`src/rtl/pal_pkg.sv`:
```
// ============================================================================
// pal_pkg
// Shared types, codes and constants of the push/ack link tracker.
// ============================================================================
package pal_pkg;

    localparam int NUM_CLIENTS_DEF = 64;

    localparam int MODE_W    = 3;
    localparam int SLOT_W    = 6;
    localparam int VER_W     = 16;
    localparam int SEQ_W     = 32;
    localparam int TIME_W    = 48;
    localparam int VERDICT_W = 3;
    localparam int TMO_W     = 32;
    localparam int REQ_W     = 15;

    localparam int S_DATA_W = 104;
    localparam int M_DATA_W = 40;
    localparam int APB_AW   = 3;
    localparam int APB_DW   = 32;

    localparam logic [MODE_W-1:0] MODE_VERSION = 3'd0;
    localparam logic [MODE_W-1:0] MODE_PUSH    = 3'd1;
    localparam logic [MODE_W-1:0] MODE_READY   = 3'd2;
    localparam logic [MODE_W-1:0] MODE_REJECT  = 3'd3;
    localparam logic [MODE_W-1:0] MODE_QUERY   = 3'd4;
    localparam logic [MODE_W-1:0] MODE_RETRY   = 3'd5;

    localparam logic [VERDICT_W-1:0] VERDICT_READY      = 3'd0;
    localparam logic [VERDICT_W-1:0] VERDICT_UNREPORTED = 3'd1;
    localparam logic [VERDICT_W-1:0] VERDICT_VER_ZERO   = 3'd2;
    localparam logic [VERDICT_W-1:0] VERDICT_TOO_OLD    = 3'd3;
    localparam logic [VERDICT_W-1:0] VERDICT_NO_PUSH    = 3'd4;
    localparam logic [VERDICT_W-1:0] VERDICT_AWAITING   = 3'd5;
    localparam logic [VERDICT_W-1:0] VERDICT_REJECTED   = 3'd6;

    localparam logic REG_TIMEOUT = 1'b0;
    localparam logic REG_REQ_VER = 1'b1;

    localparam logic [TMO_W-1:0] TIMEOUT_RESET = 32'd5000;
    localparam logic [REQ_W-1:0] REQ_VER_RESET = 15'd1;

    typedef struct packed {
        logic signed [VER_W-1:0] version;
        logic [SEQ_W-1:0]        pending;
        logic [SEQ_W-1:0]        ready;
        logic [TIME_W-1:0]       push_time;
        logic                    retry_used;
        logic                    reject_seen;
    } entry_t;

    localparam entry_t ENTRY_RESET = '{
        version:     16'hFFFF,
        pending:     32'd0,
        ready:       32'd0,
        push_time:   48'd0,
        retry_used:  1'b0,
        reject_seen: 1'b0
    };

    typedef struct packed {
        logic [TMO_W-1:0] timeout_ms;
        logic [REQ_W-1:0] required_version;
    } cfg_t;

    typedef struct packed {
        logic capture;
        logic exec;
    } cmd_t;

endpackage

```
`src/rtl/pal_cfg.sv`:
```
// ============================================================================
// pal_cfg
// APB register file holding the timeout and the required client version.
// ============================================================================
module pal_cfg (
    input  logic                         clk,
    input  logic                         rst_n,
    input  logic                         psel,
    input  logic                         penable,
    input  logic                         pwrite,
    input  logic [pal_pkg::APB_AW-1:0]   paddr,
    input  logic [pal_pkg::APB_DW-1:0]   pwdata,
    output logic [pal_pkg::APB_DW-1:0]   prdata,
    output logic                         pready,
    output pal_pkg::cfg_t                cfg
);
    import pal_pkg::*;

    logic [TMO_W-1:0] timeout_reg;
    logic [REQ_W-1:0] req_ver_reg;
    logic             wr_en;

    assign pready = 1'b1;
    assign wr_en  = psel && penable && pwrite && pready;

    always_ff @(posedge clk or negedge rst_n)
    begin
        if (!rst_n)
        begin
            timeout_reg <= TIMEOUT_RESET;
            req_ver_reg <= REQ_VER_RESET;
        end
        else if (wr_en)
        begin
            if (paddr[2] == REG_TIMEOUT)
                timeout_reg <= pwdata[TMO_W-1:0];
            else
                req_ver_reg <= pwdata[REQ_W-1:0];
        end
    end

    always_comb
    begin
        if (paddr[2] == REG_TIMEOUT)
            prdata = timeout_reg;
        else
            prdata = {{(APB_DW-REQ_W){1'b0}}, req_ver_reg};
    end

    assign cfg.timeout_ms       = timeout_reg;
    assign cfg.required_version = req_ver_reg;

endmodule

```
`config.mk`:
```
export PLATFORM = sky130hd
export DESIGN_NAME = pal_cfg
export DESIGN_NICKNAME = d
export VERILOG_FILES = /design/src/rtl/pal_pkg.sv /design/src/rtl/pal_cfg.sv
export SDC_FILE = /design/constraint.sdc
export NUM_CORES = 1
export LEC_CHECK = 0
export BUFFER_PORTS_ARGS = -buffer_cell sky130_fd_sc_hd__buf_2
export CORE_MARGIN = 2
export CORE_UTILIZATION = 45
export CTS_CLUSTER_SIZE = 14
export DETAILED_ROUTE_END_ITERATION = 8
export PLACE_DENSITY = 0.86
export SLEW_MARGIN = 20
export SYNTH_ARGS = -nofsm -noshare
export SYNTH_HDL_FRONTEND = slang
export SYNTH_SLANG_ARGS = --single-unit
```
`constraint.sdc`:
```
create_clock -name clk -period 1.1 [get_ports clk]
set_input_delay 0.11 -clock clk [delete_from_list [all_inputs] [get_ports clk]]
set_output_delay 0.11 -clock clk [all_outputs]
set_load 0.005 [all_outputs]
```
# Word level (Yosys, flattened, before mapping)
# Index checks and enable logic that the tools add are counted.
[word_totals]
ff_bits = 47
in_bits = 40
out_inout_bits = 80
word_cells = 8
[classes]
muxes = 1
n_bitwise = 1
n_reduce_logical = 4
[ops]
columns = ["cell", "n"]
rows = [
  ["$mux 32", 1],
  ["$reduce_and 2->1", 2],
  ["$logic_and 1x1->1", 2],
  ["$not 1->1", 1],
]

# Depth between registers and ports, before layout
# Gate-level depths: netlist (run 1).
[depth]
depth_word = 3
depth_mapped = 4
mapped_depth_nobuf = 2

# Least setup slack after synthesis (run 1)
# OpenSTA, ideal clock, no wires.
[synth_path]
path_type = "input-to-reg"
start = "input port paddr[2] (netlist name)"
end = "register timeout_reg[0]"
setup_time_ns = 0.125
t_arrival_ns = 0.893
t_required_ns = 0.975
slack_ns = 0.082
stages = 4
n_path_buf = 2
path_cell_list = "buf_6 > nand4b_4 > buf_6 > mux2_4"
[synth_via]
elab_chain_len = 2
[synth_lines]
columns = ["item", "line_no", "source"]
rows = [
  ["start, declared", "pal_cfg.sv:11", "input logic [pal_pkg::APB_AW-1:0] paddr,"],
  ["$not 1->1 (no source line)", "--", ""],
  ["$reduce_and 2->1 (no source line)", "--", ""],
  ["end signal, assigned", "pal_cfg.sv:36", "timeout_reg <= pwdata[TMO_W-1:0];"],
  ["end, declared", "pal_cfg.sv:19", "logic [TMO_W-1:0] timeout_reg;"],
]
# No other way between the ends.
# A chain may end at the register's enable or synchronous reset.

# Final worst setup path (run 1)
[layout_path]
start = "register timeout_reg[4]"
end = "output port prdata[4] (netlist name)"
[layout_via]
elab_chain_len = 1
[layout_lines]
columns = ["item", "line_no", "source"]
rows = [
  ["$mux 32", "pal_cfg.sv:44", "if (paddr[2] == REG_TIMEOUT)"],
  ["end, declared", "pal_cfg.sv:13", "output logic [pal_pkg::APB_DW-1:0] prdata,"],
]
# No other way between the ends.

==> key figures, run 1 <==
Global routing
  • First-pass GRT wire length: around 8000 um
  • Gr usage total: 19.0%
  • Pin count of the biggest net entering global routing: 48
  • Grt ovf: 0
  • Initial antenna violation count: 0
  • Vias in the first global route: 1,613

Place
  • IO Port Bufs: between 100 and 150
  • Dpl hpwl: 3550 um
  • Placer Congestion: 0.745
  • Placed cells: 320
  • Placement Cell Area: roughly 0.003 mm2

Clock network
  • Clk sinks: 47
  • CTS buffer count: 5
  • Clock tree from TritonCTS: done
  • Clock root cell: clkbuf_8
  • H-tree depth: 2
  • Clock Pin Slew Worst Setup and Hold Paths: approximately 0.080 ns
  • Maximum buffer depth of the clock tree: 2
  • Worst-skew pair later-pin latency: 0.28 ns

Critical path
  • Critical path required time: roughly 0.99 ns
  • Worst EP arrival: approximately 1.1 ns
  • Crit path max fanout: 3
  • Worst reg-to-reg setup slack: approximately 0.18 ns
  • Worst setup EP type: primary output
  • Reg2Reg Launch Point: timeout_reg[12]
  • Startpoint types: flip-flop
  • Critical path type: flip-flop to primary output
  • Worst reg2reg endpoint: timeout_reg[12]
  • Worst Reg-to-Reg Cells: 3

STA
  • Final Setup Violations: 19
  • Final worst-path cycle share: 109%
  • Final Hold Vio Count: 0
  • Crit path time final: around 1.2 ns
  • Clk_skew: 0 ns
  • FMAX: ~830 MHz
  • PnR worst setup slack: -0.101 ns
  • Final Max Slew Viols: 0
  • Setup_tns: -1.39 ns
  • RSZ-0062 raised after global routing: yes

Logic synthesis
  • Synthesized flop and latch total: 47
  • Top cell type's share of synthesized area: a little under half
  • Largest area contributor in the netlist: dfrtp_1
  • Synth warn: 0
  • Mapped Cells: approximately 140
  • Yosys cell types: 12
  • Syn Nets: between 150 and 200
  • Syn Area/Cell: around 16 um2
  • Register area share after synthesis: between 50% and 60%
  • Post-Syn Area: between 0.002 and 0.0025 mm2
  • Top post-synthesis cells by area: dfrtp_1 46%, mux2_4 20%, mux2_2 16%

Pwr
  • Clock power frac: 18.2%
  • Switching power of the nets: around 1.5 mW
  • VDD IR max: 0.981 mV
  • Switch share: between 20% and 30%
  • Comb pwr share: about two fifths
  • Power consumption: 5.71 mW
  • Pwr per Cell Area: between 1500 and 2000 mW/mm2
  • Internal: about 4.2 mW
  • Sequential share of power: a little over two fifths
  • Leakage power: about 1.8 nW

Min path
  • Hold EP: timeout_reg[21]
  • Worst Min Path Start: pwdata[21]
  • Hold Path Stages: 2
  • Type of the most critical hold path: input pin to flip-flop

Die
  • Horiz. Die Dim: between 70 and 80 um
  • Chip height: about 74 um
  • Core area: 0.00475 mm2
  • Die area: between 0.005 and 0.006 mm2
  • Initial Util: 46.8%
  • Rows: 25
  • Num ports: 120

Status
  • Violations in the final reports: setup timing
  • Status: complete, but fails checks

Final layout
  • Most frequent cells in the layout: 97 x buf_2, 44 x mux2_4, 41 x dfrtp_1
  • Finished Cell Area: 0.00338 mm2
  • Syn-to-layout area delta: 52.0%
  • Layout Cells excl Fill: 350
  • Most common cell after layout, fill and taps aside: buf_2
  • Final nets: 322
  • Layout cells sized above 1: 79.2%
  • Fillcell total: 363
  • Max FFs per register: 32
  • Final Core Density: a little under three quarters
  • ANT cells: 0

Drt
  • Remaining antenna violation count: 0
  • Via count: around 1,600
  • Iteration-0 DRC Markers: 32
  • WL per Instance: 15.4 um
  • DR vias/cell: 4.62
  • Final wirelength: 5380 um
  • Total iterations of the first detailed-routing run: 3
  • DR DRC count: 0

Flow run
  • Max_cap viols: 0
logic make-up (layout without fill, tap and decap cells):
logic type             Yosys count  in the layout  synth area share [%]
and+or+nand+nor                 19             19                  6.81
DFF                             47             47                  53.2
other                            1              1                 0.169
muxes                           62             62                  36.5
buffers and inverters            9            154                  3.32
through the flow:
stage                     worst slack (ns)  hold WS, ns
after floorplan                     0.0823       -0.186
after global placement             -0.0643        0.103
after detailed placement           -0.0972        0.112
after CTS                           -0.104       0.0478
after global routing                -0.149       0.0453
final                               -0.101       0.0566
critical path, stage by stage, from the launching register on:
cell	delay, ns
dfrtp_1	0.41
mux2_4	0.28
buf_6	0.11
how the worst max path moves through the flow:
stage / from / endpoint / slack (ns) / depth (start not counted)
6_report: timeout_reg[4] / prdata[4] / -0.10 / 2
3_3_place_gp: paddr[2] / req_ver_reg[9] / -0.06 / 4
3_5_place_dp: paddr[2] / req_ver_reg[4] / -0.1 / 4
2_1_floorplan: paddr[2] / timeout_reg[0] / 0.08 / 4
4_1_cts: timeout_reg[11] / prdata[11] / -0.10 / 2
5_1_grt: timeout_reg[11] / prdata[11] / -0.15 / 2
cell usage after synthesis:
master	n
buf_4	2
nor2b_1	17
nand4_4	1
conb_1	1
mux2_4	30
clkbuf_1	1
mux2_2	32
nand4b_4	1
dfrtp_1	41
buf_2	2
dfstp_2	6
buf_6	4
routing by layer:
| layer | up-vias | track usage [%] | share of wire (%) |
|---|---|---|---|
| li1 | 763 | - | - |
| met1 | 802 | 24.4 | 40 |
| met2 | 47 | 33.7 | 55 |
| met3 | 4 | 2.44 | 3.5 |
| met4 | 0 | 5.56 | 0.91 |
| met5 | - | 0 | 0 |
power groups by stage:
stage                     sequential [mW]  combinational [mW]  clock [mW]
after floorplan                      2.45               0.778           0
after global routing                 2.47                2.42        1.14
final                                2.42                2.25        1.04
after global placement               2.45                1.56           0
after CTS                            2.41                2.14        1.07
after detailed placement             2.46                1.60           0
final cells by class:
type | count | area [um2] | area share (%)
clock buffer | 7 | 86.3 | 2.55
multi-input combinational | 82 | 1030 | 30.4
clock inverter | 1 | 5.00 | 0.148
sequential | 47 | 1180 | 35.0
tap | 67 | 83.8 | 2.48
timing repair buffer | 146 | 992 | 29.4
timing repair:
action,4_1_cts,5_1_grt
hold buffers,1,0
endpoints found under the setup margin,15,23
gates resized for setup,32,8
setup buffers,18,3
hold endpoints to repair,41,0
Note: power is estimated with default switching activity, not from simulation.
==> inputs of run 2 (changes only) <==
RECOVER_POWER = 50   (was not set)
SKIP_LAST_GASP = 1   (was not set)
==> run 2 against run 1 <==
Net effect:
- the run still ends with setup timing left
- combinational power decreased by 3%
- global-route usage decreased by 0.086 points
- count of clock-buffer cells in the layout stayed put
- clock power hardly changed
- wire length up 0.52%
- cell count unchanged
- first-iteration DRC count increased by 31%
- via count is 0.37% higher
- register-to-register slack about the same
- die area did not move
- power fell by 1.0%
- critical endpoint is now prdata[9]
- largest cell class unchanged
==> key figures, run 2 (synthesized netlist as in run 1, its figures left out) <==
Die
  • Horiz. Die Dim: approximately 74 um
  • Core area: 0.00475 mm2
  • Rows: 25
  • Die area: 0.00552 mm2
  • Num ports: 120
  • Initial Util: roughly 47%
  • Chip height: around 74 um

Global routing
  • Vias in the first global route: around 1,600
  • First-pass GRT wire length: approximately 8000 um
  • Pin count of the biggest net entering global routing: 48
  • Gr usage total: 18.9%
  • Initial antenna violation count: 0
  • Grt ovf: 0

Critical path
  • Worst reg2reg endpoint: timeout_reg[5]
  • Critical path required time: between 0.9 and 1 ns
  • Critical path type: flip-flop to primary output
  • Crit path cell chain: mux2_4 -> buf_6
  • Worst reg-to-reg setup slack: between 0.15 and 0.2 ns
  • Largest delay share family, worst path: flip-flops
  • Worst EP arrival: 1.09 ns
  • Slowest cell delay on critical path: between 0.5 and 0.6 ns
  • Startpoint types: flip-flop
  • Worst setup EP type: primary output
  • Buffers and inverters on the worst path: 1
  • Reg2Reg Launch Point: timeout_reg[5]
  • Cell at the slowest stage of the critical path: dfstp_2
  • Worst Reg-to-Reg Cells: 2
  • Crit path max fanout: 2

Drt
  • Total iterations of the first detailed-routing run: 2
  • Via count: ~1,600
  • Final wirelength: between 5000 and 6000 um
  • WL per Instance: 15.5 um
  • DR DRC count: 0
  • Remaining antenna violation count: 0
  • Iteration-0 DRC Markers: 42
  • DR vias/cell: 4.63

Pwr
  • Internal: approximately 4.1 mW
  • Switching power of the nets: between 1.5 and 2 mW
  • Sequential share of power: a little over two fifths
  • Power consumption: 5.65 mW
  • Leakage power: roughly 1.8 nW
  • Switch share: about 27%
  • Clock power frac: 18.4%
  • VDD IR max: between 0.9 and 1 mV
  • Pwr per Cell Area: 1710 mW/mm2
  • Comb pwr share: 38.8%

Min path
  • Type of the most critical hold path: input pin to flip-flop
  • Worst Min Path Start: pwdata[30]
  • Hold Path Stages: 2
  • Hold EP: timeout_reg[30]

STA
  • FMAX: between 800 and 900 MHz
  • Crit path time final: ~1.2 ns
  • Rel. slew slack: 57.6%
  • Worst slew pin tran: 0.636 ns
  • Final Max Slew Viols: 0
  • RSZ-0062 raised after global routing: yes
  • Clk_skew: 0 ns
  • Final Setup Violations: 19
  • PnR worst setup slack: -0.101 ns
  • Final worst-path cycle share: 109%
  • Final Hold Vio Count: 0

Final layout
  • Layout cells sized above 1: roughly 77%
  • Final nets: ~320
  • Fillcell total: ~370
  • Multi-input gate area: about 1000 um2
  • FF/Latch Area: about 0.0012 mm2
  • Max FFs per register: 32
  • Layout Cells excl Fill: 350
  • Final Core Density: a little over two thirds
  • Most common cell after layout, fill and taps aside: buf_2
  • Syn-to-layout area delta: 48.3%
  • Most frequent cells in the layout: 97 x buf_2, 41 x dfrtp_1, 40 x mux2_4
  • ANT cells: 0

Clock network
  • Clock root cell: clkbuf_8
  • Clock tree from TritonCTS: done
  • Clock Pin Slew Worst Setup and Hold Paths: ~0.08 ns
  • Maximum buffer depth of the clock tree: 2
  • CTS buffer count: 5
  • H-tree depth: 2
  • Worst-skew pair later-pin latency: ~0.28 ns
  • Clk sinks: 47

Flow run
  • Max_cap viols: 0

Place
  • Dpl hpwl: ~3500 um
  • Placed cells: 320
  • Placer Congestion: around 0.74
  • IO Port Bufs: between 100 and 150
  • Dpl ws: -0.0972 ns

Status
  • Violations in the final reports: setup timing
  • Status: complete, but fails checks
-- run 2: cell types whose count changed in the layout (fill, tap and decap cells not counted), sizes merged --
cell	previous run	this run
buf	145	139
clkbuf	7	13
-- run 2: final cells by class --
class / count / area share [%]
clock buffer: 7 / 2.62
clock inverter: 1 / 0.152
multi-input combinational: 82 / 30.3
sequential: 47 / 35.9
tap: 67 / 2.54
timing repair buffer: 146 / 28.5
-- run 2: worst max path at each step --
| stage | startpoint | endpoint | slack (ns) | depth (start not counted) |
|---|---|---|---|---|
| finish | timeout_reg[9] | prdata[9] | -0.10 | 2 |
| floorplan | paddr[2] | timeout_reg[0] | 0.08 | 4 |
| CTS | timeout_reg[11] | prdata[11] | -0.10 | 2 |
| global placement | paddr[2] | req_ver_reg[9] | -0.06 | 4 |
| detailed placement | paddr[2] | req_ver_reg[4] | -0.1 | 4 |
| global route | timeout_reg[11] | prdata[11] | -0.15 | 2 |
-- run 2: worst register-to-register path: stages (launching register included) --
cell     delay (ns)
dfrtp_1        0.39
buf_4          0.14
mux2_1         0.28
-- run 2: per-stage QoR --
step / hold slack (ns) / area (um2) / TNS [ns]
floorplan: -0.186 / 2220 / 0
global placement: 0.103 / 2920 / -1.20
detailed placement: 0.112 / 2920 / -1.46
CTS: 0.0478 / 3290 / -1.40
global route: 0.0323 / 3300 / -2.11
finish: 0.0421 / 3300 / -1.42
-- run 2: per-layer routing --
metal | track usage [%] | part of all wire [%] | up-vias
met5 | 0 | 0 | -
met4 | 5.56 | 0.91 | 0
met2 | 33.5 | 56 | 47
met3 | 2.44 | 3.5 | 4
li1 | - | - | 763
met1 | 24.3 | 40 | 808
-- run 2: what timing repair did --
item / CTS / global route
hold buffers: 1 / 0
resized for setup: 26 / 13
setup endpoints to repair: 15 / 23
setup buffers: 18 / 3
gates cloned: 0 / 0
endpoints found under the hold margin: 41 / 0
-- run 2: power by group through the flow --
stage	Sequential [mW]	Combinational (mW)	Clock, mW
2_1_floorplan	2.45	0.778	0
3_3_place_gp	2.45	1.56	0
3_5_place_dp	2.46	1.60	0
4_1_cts	2.41	2.10	1.07
5_1_grt	2.46	2.35	1.14
6_report	2.42	2.19	1.04
==> inputs of run 3 (changes only) <==
PLACE_DENSITY = not set   (was 0.86)
PLACE_DENSITY_LB_ADDON = 0.08   (was not set)
==> run 3 against run 2 <==
Net effect:
- the run still ends with setup timing left
- non-clock buffer count is 8 higher
- via count is 2.2% higher
- clock power hardly changed
- flip-flop and latch count is the same
- design area rose by 1.3%
- combinational power about the same
- power down 0.92%
- fmax shrank 0.42%
- hold slack is essentially flat
- critical path type unchanged
- cell count grew 2.3%
- largest power group unchanged
- largest cell class unchanged
==> key figures, run 3 (synthesized netlist as in run 1, its figures left out) <==
Die
  • Horiz. Die Dim: 74.3 um
  • Die area: about 0.0055 mm2
  • Initial Util: between 40% and 50%
  • Chip height: around 74 um
  • Core area: around 0.0048 mm2
  • Rows: 25
  • Num ports: 120

STA
  • Final Max Slew Viols: 0
  • RSZ-0062 raised after global routing: yes
  • Worst slew pin tran: between 0.6 and 0.7 ns
  • PnR worst setup slack: -0.106 ns
  • Crit path time final: approximately 1.2 ns
  • Worst hold margin: between 0.04 and 0.05 ns
  • Final worst-path cycle share: 110%
  • Clk_skew: 0 ns
  • Final Hold Vio Count: 0
  • Final Setup Violations: 30
  • Setup_tns: -1.99 ns
  • FMAX: 829 MHz
  • Rel. slew slack: 58.0%

Drt
  • Via count: 1,658
  • Total iterations of the first detailed-routing run: 2
  • DR vias/cell: between 4 and 5
  • DR DRC count: 0
  • Iteration-0 DRC Markers: 46
  • Remaining antenna violation count: 0
  • WL per Instance: ~14 um
  • Final wirelength: 4990 um

Pwr
  • Power consumption: roughly 5.6 mW
  • Leakage power: between 1.5 and 2 nW
  • Pwr per Cell Area: around 1700 mW/mm2
  • VDD IR max: 1.01 mV

Critical path
  • Worst EP arrival: roughly 1.1 ns
  • Worst Reg-to-Reg Cells: 3
  • Worst setup EP type: primary output
  • Crit path max fanout: 3
  • Critical path type: flip-flop to primary output
  • Startpoint types: flip-flop
  • Worst reg2reg endpoint: timeout_reg[5]
  • Reg2Reg Launch Point: timeout_reg[5]
  • Worst Setup SP: req_ver_reg[3]
  • Critical path required time: roughly 0.99 ns
  • Worst reg-to-reg setup slack: roughly 0.090 ns

Final layout
  • FF/Latch Area: approximately 0.0012 mm2
  • Final nets: 330
  • Layout cells sized above 1: 80.8%
  • Multi-input gate area: around 0.0010 mm2
  • Syn-to-layout area delta: 50.1%
  • Max FFs per register: 32
  • ANT cells: 0
  • Fillcell total: between 300 and 400
  • Most common cell after layout, fill and taps aside: buf_2
  • Finished Cell Area: 0.00334 mm2
  • Final Core Density: between 70% and 80%
  • Layout Cells excl Fill: 358
  • Most frequent cells in the layout: 103 x buf_2, 41 x dfrtp_1, 39 x mux2_4

Place
  • Placed cells: 320
  • Placement Cell Area: between 0.002 and 0.003 mm2
  • Dpl hpwl: 3330 um
  • IO Port Bufs: 116
  • Placer Congestion: between 0.6 and 0.7
  • Dpl ws: -0.0522 ns

Clock network
  • Clock root cell: clkbuf_8
  • Clock Pin Slew Worst Setup and Hold Paths: ~0.09 ns
  • CTS buffer count: 5
  • Worst-skew pair later-pin latency: around 0.29 ns
  • Clk sinks: 47
  • H-tree depth: 2
  • Clock tree from TritonCTS: done
  • Maximum buffer depth of the clock tree: 2

Global routing
  • M1 GR Usage: 24.0%
  • Met2 usage in global routing: a little over a quarter
  • Vias in the first global route: between 1,500 and 2,000
  • Met3 Resource Use GR: 5.01%
  • Initial antenna violation count: 0
  • Pin count of the biggest net entering global routing: between 40 and 50
  • Grt ovf: 0
  • Gr busiest metal: met2
  • First-pass GRT wire length: 7250 um
  • Gr usage total: between 10% and 20%

Min path
  • Type of the most critical hold path: input pin to flip-flop
  • Hold Path Stages: 2
  • Hold EP: timeout_reg[23]
  • Worst Min Path Start: pwdata[23]

Status
  • Violations in the final reports: setup timing
  • Status: complete, but fails checks

Flow run
  • Max_cap viols: 0
-- run 3: repair_timing --
item / 4_1_cts / 5_1_grt
gates resized for setup: 10 / 20
buffers inserted: 15 / 15
pin swaps: 0 / 0
hold buffers: 1 / 0
hold endpoints to repair: 41 / 0
endpoints found under the setup margin: 15 / 34
-- run 3: area by class of cell --
class	instances	area share, %
clock buffer	5	2.06
clock inverter	3	0.562
multi-input combinational	82	30.2
sequential	47	35.5
tap	67	2.51
timing repair buffer	154	29.2
-- run 3: how the worst max path moves through the flow --
stage               slack (ns)  depth (start not counted)              end
global placement         -0.04                          4  timeout_reg[11]
finish                   -0.11                          2        prdata[3]
detailed placement       -0.05                          4   timeout_reg[5]
CTS                      -0.12                          2        prdata[4]
floorplan                 0.08                          4   timeout_reg[0]
global route             -0.15                          2       prdata[14]
-- run 3: critical path, stage by stage (launching register included) --
cell     delay, ns
dfrtp_1       0.41
mux2_4        0.28
buf_6         0.12
-- run 3: report_power, final --
part           switching [mW]  internal, mW
clock network           0.569         0.448
registers               0.267          2.15
logic                   0.665          1.51
-- run 3: layer usage --
layer	routed length, um	vias up
met5	0	-
met1	2090	813
li1	-	779
met4	23	0
met2	2540	64
met3	336	2
